<file path="config.mk">
export PLATFORM = sky130hd
export DESIGN_NAME = hdrtm_div
export DESIGN_NICKNAME = d
export VERILOG_FILES = /design/src/rtl/hdrtm_pkg.sv /design/src/rtl/hdrtm_div.sv
export SDC_FILE = /design/constraint.sdc
export NUM_CORES = 2
export LEC_CHECK = 0
export BUFFER_PORTS_ARGS = -buffer_cell sky130_fd_sc_hd__buf_4
export CAP_MARGIN = 20
export CORE_ASPECT_RATIO = 2
export CORE_MARGIN = 10
export CORE_UTILIZATION = 55
export CTS_CLUSTER_DIAMETER = 60
export DETAILED_ROUTE_END_ITERATION = 8
export PLACE_DENSITY = 0.74
export SLEW_MARGIN = 20
export SYNTH_ARGS = -nofsm -noshare
export SYNTH_HDL_FRONTEND = slang
export SYNTH_SLANG_ARGS = --single-unit
</file>
<file path="constraint.sdc">
create_clock -name clk -period 3.3 [get_ports clk]
set_clock_uncertainty 0.15 [all_clocks]
set_input_delay 0.33 -clock clk [delete_from_list [all_inputs] [get_ports clk]]
set_output_delay 0.33 -clock clk [all_outputs]
set_load 0.01 [all_outputs]
</file>
<file path="src/rtl/hdrtm_pkg.sv">
// ----------------------------------------------------------------------------
// hdrtm_pkg
// Shared constants, stage counts and elaboration-time curve tables for the
// HDR tone map / sRGB pixel pipeline.
// ----------------------------------------------------------------------------
package hdrtm_pkg;

  localparam int CURVE_TABLE_ENTRIES = 256;
  localparam int CTE_W = $clog2(CURVE_TABLE_ENTRIES + 1);
  localparam int OCTAVES = 17;
  localparam int OCT_W = $clog2(OCTAVES);

  localparam int FRONT_STAGES = 4;
  localparam int DIV_STEPS = 16;
  localparam int ENC_STAGES = 5;
  localparam int NUM_STAGES = FRONT_STAGES + DIV_STEPS + ENC_STAGES;
  localparam int DIV_BASE = FRONT_STAGES;
  localparam int ENC_BASE = FRONT_STAGES + DIV_STEPS;

  localparam int NUM_W = 50;
  localparam int DEN_W = 30;
  localparam int REM_W = 46;

  localparam logic [23:0] KNEE_Q16 = 24'd52429;
  localparam logic [16:0] ONE_Q16 = 17'h10000;
  localparam logic [15:0] LUM_W_R = 16'd13933;
  localparam logic [15:0] LUM_W_G = 16'd46871;
  localparam logic [15:0] LUM_W_B = 16'd4732;
  localparam logic [23:0] LUM_MIN = 24'd6;
  localparam logic [16:0] LIN_MAX = 17'd205;
  localparam logic [18:0] LIN_MUL = 19'd329460;
  localparam logic [26:0] LIN_ADD = 27'd3276800;
  localparam logic [10:0] DIV100_MUL = 11'd1311;
  localparam logic [16:0] DIV10_MUL = 17'd104858;
  localparam logic [18:0] ENC_MUL = 19'd269025;
  localparam logic [35:0] ENC_OFS = 36'd886374400;
  localparam logic [19:0] DIV1000_MUL = 20'd536871;

  typedef logic [63:0] u64_t;
  typedef logic [16:0] tab_val_t;
  typedef tab_val_t curve_tab_t [CURVE_TABLE_ENTRIES + 1];
  typedef tab_val_t oct_tab_t [OCTAVES];
  typedef u64_t root_tab_t [31];

  localparam u64_t ONE30 = 64'd1 << 30;
  localparam u64_t MASK30 = ONE30 - 64'd1;
  localparam u64_t LOG2E_Q30 = 64'd1549082005;
  localparam u64_t CTE_U = u64_t'(CURVE_TABLE_ENTRIES);

  function automatic u64_t isqrt64(u64_t v_in);
    u64_t v;
    u64_t res;
    u64_t bit_v;
    v = v_in;
    res = '0;
    bit_v = 64'd1 << 62;
    for (int k = 0; k < 32; k++) begin
      if (bit_v > v) bit_v = bit_v >> 2;
    end
    for (int k = 0; k < 32; k++) begin
      if (bit_v != 0) begin
        if (v >= res + bit_v) begin
          v = v - (res + bit_v);
          res = (res >> 1) + bit_v;
        end else begin
          res = res >> 1;
        end
        bit_v = bit_v >> 2;
      end
    end
    return res;
  endfunction

  function automatic root_tab_t build_roots();
    root_tab_t rt;
    rt[0] = 2 * ONE30;
    rt[1] = isqrt64(64'd1 << 61);
    for (int i = 2; i <= 30; i++) rt[i] = isqrt64(rt[i-1] << 30);
    return rt;
  endfunction

  // log2 of x >= 1.0 in Q30
  function automatic u64_t log2_q30(u64_t x_in);
    u64_t x;
    u64_t e;
    u64_t frac;
    x = x_in;
    e = '0;
    frac = '0;
    for (int k = 0; k < 64; k++) begin
      if (x >= 2 * ONE30) begin
        x = x >> 1;
        e = e + 64'd1;
      end
    end
    for (int i = 1; i <= 30; i++) begin
      x = (x * x) >> 30;
      if (x >= 2 * ONE30) begin
        x = x >> 1;
        frac = frac | (64'd1 << (30 - i));
      end
    end
    return e * ONE30 + frac;
  endfunction

  // 2^(+/-mag) with mag in Q30, result Q30
  function automatic u64_t exp2_q30(root_tab_t rt, u64_t mag, logic neg);
    u64_t n;
    u64_t f;
    u64_t r;
    r = ONE30;
    if (!neg) begin
      n = mag >> 30;
      f = mag & MASK30;
    end else begin
      n = (mag + MASK30) >> 30;
      f = n * ONE30 - mag;
    end
    for (int i = 1; i <= 30; i++) begin
      if (f[30-i]) r = (r * rt[i]) >> 30;
    end
    if (!neg) begin
      if (n > 64'd32) n = 64'd32;
      r = r << n;
    end else if (n >= 64'd63) begin
      r = '0;
    end else begin
      r = r >> n;
    end
    return r;
  endfunction

  function automatic tab_val_t q30_to_q16(u64_t v);
    u64_t t;
    t = (v + (64'd1 << 13)) >> 14;
    return t[16:0];
  endfunction

  function automatic curve_tab_t build_exp();
    curve_tab_t tab;
    root_tab_t rt;
    u64_t t26;
    u64_t y;
    rt = build_roots();
    for (int i = 0; i <= CURVE_TABLE_ENTRIES; i++) begin
      t26 = ((64'd16 * u64_t'(i)) << 26) / CTE_U;
      y = (t26 * LOG2E_Q30) >> 26;
      tab[i] = q30_to_q16(exp2_q30(rt, y, 1'b1));
    end
    return tab;
  endfunction

  function automatic curve_tab_t build_pow();
    curve_tab_t tab;
    root_tab_t rt;
    u64_t m;
    u64_t y;
    rt = build_roots();
    for (int i = 0; i <= CURVE_TABLE_ENTRIES; i++) begin
      m = ONE30 + (u64_t'(i) << 30) / CTE_U;
      y = log2_q30(m) * 64'd5 / 64'd12;
      tab[i] = q30_to_q16(exp2_q30(rt, y, 1'b0));
    end
    return tab;
  endfunction

  function automatic oct_tab_t build_oct();
    oct_tab_t tab;
    root_tab_t rt;
    rt = build_roots();
    for (int i = 0; i < OCTAVES; i++) begin
      tab[i] = q30_to_q16(exp2_q30(rt, (u64_t'(i) * 64'd5 * ONE30) / 64'd12, 1'b1));
    end
    return tab;
  endfunction

  localparam curve_tab_t EXP_TAB = build_exp();
  localparam curve_tab_t POW_TAB = build_pow();
  localparam oct_tab_t OCT_TAB = build_oct();

endpackage

</file>
<file path="src/rtl/hdrtm_div.sv">
// ----------------------------------------------------------------------------
// hdrtm_div
// Restoring divider, one quotient bit per stage, giving the Reinhard-scaled
// channel saturated to 1.0, or the bypass value.
// ----------------------------------------------------------------------------
module hdrtm_div import hdrtm_pkg::*; (
  input  logic                 clk,
  input  logic [DIV_STEPS-1:0] en,
  input  logic [NUM_W-1:0]     numer,
  input  logic [DEN_W-1:0]     den,
  input  logic                 scale,
  input  logic [16:0]          alt,
  output logic [16:0]          c_out
);

  logic [REM_W-1:0] rem_r   [DIV_STEPS];
  logic [15:0]      quo_r   [DIV_STEPS];
  logic [DEN_W-1:0] den_r   [DIV_STEPS];
  logic             sat_r   [DIV_STEPS];
  logic             scale_r [DIV_STEPS];
  logic [16:0]      alt_r   [DIV_STEPS];

  for (genvar j = 0; j < DIV_STEPS; j++) begin : g_step
    logic [REM_W-1:0] rem_in;
    logic [15:0]      quo_in;
    logic [DEN_W-1:0] den_in;
    logic             sat_in;
    logic             scale_in;
    logic [16:0]      alt_in;
    logic [REM_W-1:0] dsh;
    logic [REM_W-1:0] rem_nxt;
    logic [15:0]      quo_nxt;

    if (j == 0) begin : g_first
      assign rem_in   = numer[REM_W-1:0];
      assign quo_in   = '0;
      assign den_in   = den;
      assign sat_in   = numer[NUM_W-1:16] >= (NUM_W-16)'(den);
      assign scale_in = scale;
      assign alt_in   = alt;
    end else begin : g_next
      assign rem_in   = rem_r[j-1];
      assign quo_in   = quo_r[j-1];
      assign den_in   = den_r[j-1];
      assign sat_in   = sat_r[j-1];
      assign scale_in = scale_r[j-1];
      assign alt_in   = alt_r[j-1];
    end

    always_comb begin
      dsh = REM_W'(den_in) << (DIV_STEPS - 1 - j);
      rem_nxt = rem_in;
      quo_nxt = quo_in;
      if (rem_in >= dsh) begin
        rem_nxt = rem_in - dsh;
        quo_nxt[DIV_STEPS-1-j] = 1'b1;
      end
    end

    always_ff @(posedge clk) begin
      if (en[j]) begin
        rem_r[j]   <= rem_nxt;
        quo_r[j]   <= quo_nxt;
        den_r[j]   <= den_in;
        sat_r[j]   <= sat_in;
        scale_r[j] <= scale_in;
        alt_r[j]   <= alt_in;
      end
    end
  end

  always_comb begin
    if (!scale_r[DIV_STEPS-1]) c_out = alt_r[DIV_STEPS-1];
    else if (sat_r[DIV_STEPS-1]) c_out = ONE_Q16;
    else c_out = {1'b0, quo_r[DIV_STEPS-1]};
  end

endmodule

</file>
=== Word-level counts from Yosys, hierarchy flattened ===
Memory sizes are Yosys's and may differ from the RTL's.
Index checks and enable logic that the tools add are counted.
Widths: inputs -> output; s select.

* Flip-flop bits (word level): 0
* Memory bits (writable): 1776
* Bits of input ports: 115
* Output and inout bits: 17
* Word-level logic and storage cells: 105
* Memories: 6

* Add/subtract/negate cells: 16
* $lt $le $gt $ge: 17
* Muxes and demuxes: 66

{| class="wikitable"
|+ Memories
! name !! depth !! bits a word !! rd ports !! clocked after memory_dff !! write ports !! line !! source
|-
| rem_r || 16 || 46 || 15 || 0 || 16 || hdrtm_div.sv:16 || <nowiki>logic [REM_W-1:0] rem_r [DIV_STEPS];</nowiki>
|-
| den_r || 16 || 30 || 15 || 0 || 16 || hdrtm_div.sv:18 || <nowiki>logic [DEN_W-1:0] den_r [DIV_STEPS];</nowiki>
|-
| alt_r || 16 || 17 || 16 || 0 || 16 || hdrtm_div.sv:21 || <nowiki>logic [16:0] alt_r [DIV_STEPS];</nowiki>
|-
| quo_r || 16 || 16 || 16 || 0 || 16 || hdrtm_div.sv:17 || <nowiki>logic [15:0] quo_r [DIV_STEPS];</nowiki>
|-
| sat_r || 16 || 1 || 16 || 0 || 16 || hdrtm_div.sv:19 || <nowiki>logic sat_r [DIV_STEPS];</nowiki>
|-
| scale_r || 16 || 1 || 16 || 0 || 16 || hdrtm_div.sv:20 || <nowiki>logic scale_r [DIV_STEPS];</nowiki>
|}

{| class="wikitable"
|+ Operator list
! cell !! count
|-
| $mux 46 || 16
|-
| $mux 1 || 48
|-
| $ge 46x30->1 || 1
|-
| $ge 46x31->1 || 1
|-
| $ge 46x32->1 || 1
|-
| $ge 46x33->1 || 1
|-
| $ge 46x34->1 || 1
|-
| $ge 46x35->1 || 1
|-
| $ge 46x36->1 || 1
|-
| $ge 46x37->1 || 1
|-
| $ge 46x38->1 || 1
|-
| $ge 46x39->1 || 1
|-
| $ge 46x40->1 || 1
|-
| $ge 46x41->1 || 1
|-
| $ge 46x42->1 || 1
|-
| $ge 46x43->1 || 1
|-
| $ge 46x44->1 || 1
|-
| $ge 46x45->1 || 1
|-
| $sub 46x30->46 || 1
|-
| $sub 46x31->46 || 1
|-
| $sub 46x32->46 || 1
|-
| $sub 46x33->46 || 1
|-
| $sub 46x34->46 || 1
|-
| $sub 46x35->46 || 1
|-
| 12 further kinds || 13
|}

=== Logic depth before layout (Yosys ltp) ===
An unclocked memory read counts as a cell.

* Depth in word-level cells: 3
* Depth in mapped cells: 16
* Depth with buffers taken out: 15

=== Worst setup path before layout ===
No wires, ideal clock.

* Path kind: register to register
* From: memory rem_r[2][12] (netlist: rem_r[0][104])
* To: memory rem_r[3][13] (netlist: rem_r[0][151]) (data pin)
* Library setup time: 0.260 ns
* Arrival time: 3.252 ns
* Data required time: 2.890 ns
* Slack: -0.362 ns
* Cell stages (with the launch flop): 14
* Path buffers: 1
* Period minus slack after synthesis: 3.662 ns
* Cells stage by stage: edfxtp_1 > inv_1 > ha_1 > inv_1 > fa_1 > a21o_1 > a221oi_2 > a2111oi_0 > o31ai_2 > o21ai_0 > a31o_2 > a21oi_1 > buf_2 > mux2_2

{| class="wikitable"
|+ RTL lines
! element !! line
|-
| start: declaration || hdrtm_div.sv:16
|}

==> results_dict.tcl <==
set metrics [dict create \
    status "complete, but fails checks" \
    violations "setup timing" \
    ys.flop_type "edfxtp_1" \
    hold_slack_ns 0.09456 \
    hp-class "in2reg" \
    die_y_microns 565.3 \
    pre_cts_slack_ns -0.7655 \
    grt_pass1_wl_microns 387100 \
    antenna_found_initial 27 \
    crit_fanout 8 \
    slew_headroom_pct 27.62 \
    yosysSeqAreaShare_pct 58.03 \
    routedWlPerCell_microns 25.53 \
    drc 0 \
    setup_viol 546 \
    syn_inst 6947 \
    hpwl_microns 190400 \
    cts_buffer_depth 4 \
    viasPerCell 5.863 \
    avgSynthCellArea_sq_um 11.77 \
    final_common_cell "buf_4" \
    cts-buffers-inserted 149 \
    area_growth_pct 39.06 \
    worst_ep_arrival_time_ns 4.86 \
    start_util_pct 55.19 \
    synth_seq_cells 1580 \
    pin_count 132 \
    io_buffers 131 \
    rsz0062_at_grt "yes" \
    p_per_area_nw_per_um2 844.5 \
    synth-edff-count 1580 \
    gp_congestion 0.9643 \
    max_slew.worst_pin.slew_ns 1.076 \
    grt_pass1_vias 69840 \
    finalNetCount 9817 \
    grt-ovfl-total 0 \
    cp.required_ns 3.68 \
    final_cell_mix "buf_4 (1879), edfxtp_1 (1580), inv_1 (583), a21oi_1 (497), nand2_1 (461)" \
    grt_max_degree 60 \
    drive_gt1_share_pct 35.72 \
    crit_type "reg2reg" \
    insertion_delay_ns 0.84 \
    async_flop_share_pct 0 \
    wl_microns 288800 \
    min_period_over_period_pct 135.8 \
    cts_sinks 1580 \
    max_freq_mhz 223.2 \
    synth_area_sq_um 81760 \
    gr-usage-all-layers_pct 31.35 \
    synth_nets 7587 \
    cts_tree "built" \
    crit_family "compound AO/OA/AOI/OAI gates" \
    endpoint_kind "flop" \
    cts-htree-levels 4 \
    root_buffer "clkbuf_16" \
    synth_top_area_share_pct 58.03 \
    drtPass1Iterations 6 \
    worst-path-buf-inv 7 \
    drtIter0Drc 3814 \
    slew_violations 0 \
    cp_slowest_cell "a21oi_2" \
    finalPower_mw 96.01 \
    period_needed_ns 4.480 \
    critPathLaunchType "flop" \
    coreArea_sq_um 148100 \
    synth_top_cell_by_area "edfxtp_1" \
    cap_violations 0 \
    crit_chain "inv_2, ha_4, inv_4, fa_2, a211o_1, o211ai_1, a21oi_2, a211o_4, a211oi_2, buf_4, o31ai_4, buf_4, nor2_4, clkinv_4, buf_12, buf_8, a21oi_2" \
    ir_worst_vdd_mv 0.4975 \
    num_vias 66330 \
    yosys.cell_types.count 96 \
    worst_slack_ns -1.180 \
    ys_warn_count 0 \
    critPathMaxStageDelay_ns 0.58 \
    die_width_microns 292.6 \
    rows 200 \
    ant_nets 0 \
    hold_viol 0 \
    clkSlewWorstSetupHoldPaths_ns 0.08 \
    p_leak_nw 46.97 \
    die_area_sq_um 165400 \
    synthTopCellsByArea "edfxtp_1 (58%), ha_1 (7.8%), a21oi_1 (3.7%)" \
]
## path summary, 6_finish.rpt
check / from / end / slack, ns / depth (start not counted)
worst max register to register: rem_r[0][284] / rem_r[0][332] / -1.18 / 17
worst min register to register: alt_r[1][40] / alt_r[1][57] / 0.25 / 0
worst max-delay path: rem_r[0][284] / rem_r[0][332] / -1.18 / 17
worst min-delay path: numer[17] / rem_r[0][17] / 0.09 / 5
## cell type report
type                       instances  area [sq um]
timing repair buffer            2257         19450
tap                             1919          2401
fill                            8989         34450
clock inverter                    77         719.4
sequential                      1580         47450
inverter                         623          2384
clock buffer                     174          3865
multi-input combinational       4566         37130
antenna                          117         292.8
## registers in the layout, summed over array words and instances, names as in the netlist
register  count
den_r       450
scale_r      16
sat_r        16
alt_r       272
quo_r       136
rem_r       690
## worst min-delay path, cell delays in order
cell and delay [ns]:
buf_4 0.08, ha_1 0.17, buf_4 0.16, xnor2_1 0.08
a21oi_1 0.13
## cells in the mapped netlist, drive strengths merged (46+ instances only)
master,count
edfxtp,1580
inv,623
a21oi,611
ha,510
nand2,500
o21ai,444
nor2,428
xnor2,273
a21o,246
xor2,230
clkbuf,141
nand3,108
nor3,101
mux2,99
nand4,91
nor4,72
o21bai,67
o21a,66
nand2b,63
nor2b,62
a211oi,58
a31oi,46
## per-layer routing
layer | part of all wire (%) | up-vias | GRT usage, %
li1 | - | 30240 | -
met4 | 15 | 6 | 37.97
met3 | 3.6 | 1572 | 3.412
met5 | 0.017 | - | 0
met2 | 58 | 2591 | 65.43
met1 | 24 | 31920 | 19.82
## cell families (layout without fill, tap and decap cells)
| kind of cell | after synthesis | in the layout | share of synthesized area (%) |
|---|---|---|---|
| multiplexers | 101 | 101 | 1.388 |
| XOR/XNOR | 503 | 503 | 5.398 |
| flip-flops | 1580 | 1580 | 58.03 |
| AND/OR/NAND/NOR | 1637 | 1637 | 9.655 |
| buffers and inverters | 801 | 3131 | 3.720 |
| other | 0 | 117 | 0 |
| AO/OA/AOI/OAI | 1800 | 1800 | 13.63 |
| adder cells (fa/ha/maj) | 525 | 525 | 8.172 |
## stage by stage
| step | cell area, sq um | setup TNS, ns | std cells | utilization, % |
|---|---|---|---|---|
| floorplan | 82040 | -0.3856 | 6947 | - |
| global placement | 97920 | -230.74 | 10500 | 66.10 |
| detailed placement | 97930 | -256.40 | 10500 | 66.10 |
| CTS | 109000 | -118.65 | 11050 | 73.55 |
| global route | 113600 | -224.93 | 11280 | 76.70 |
| finish | 113700 | -190.91 | 11310 | 76.74 |
## report_power, final
| part | internal [mW] | switching, mW |
|---|---|---|
| registers | 27.8 | 2.73 |
| logic | 23.5 | 25.0 |
| clock network | 9.23 | 7.79 |
## repair_timing
action                                  in CTS  in global routing
endpoints found under the setup margin     551                576
cloned                                      21                 23
pin swaps                                  293                325
hold buffers                               112                  2
hold endpoints to repair                   613                  2
setup buffers                              196                169
gates resized for setup                    811                758
Note: power is estimated with default switching activity, not from simulation.
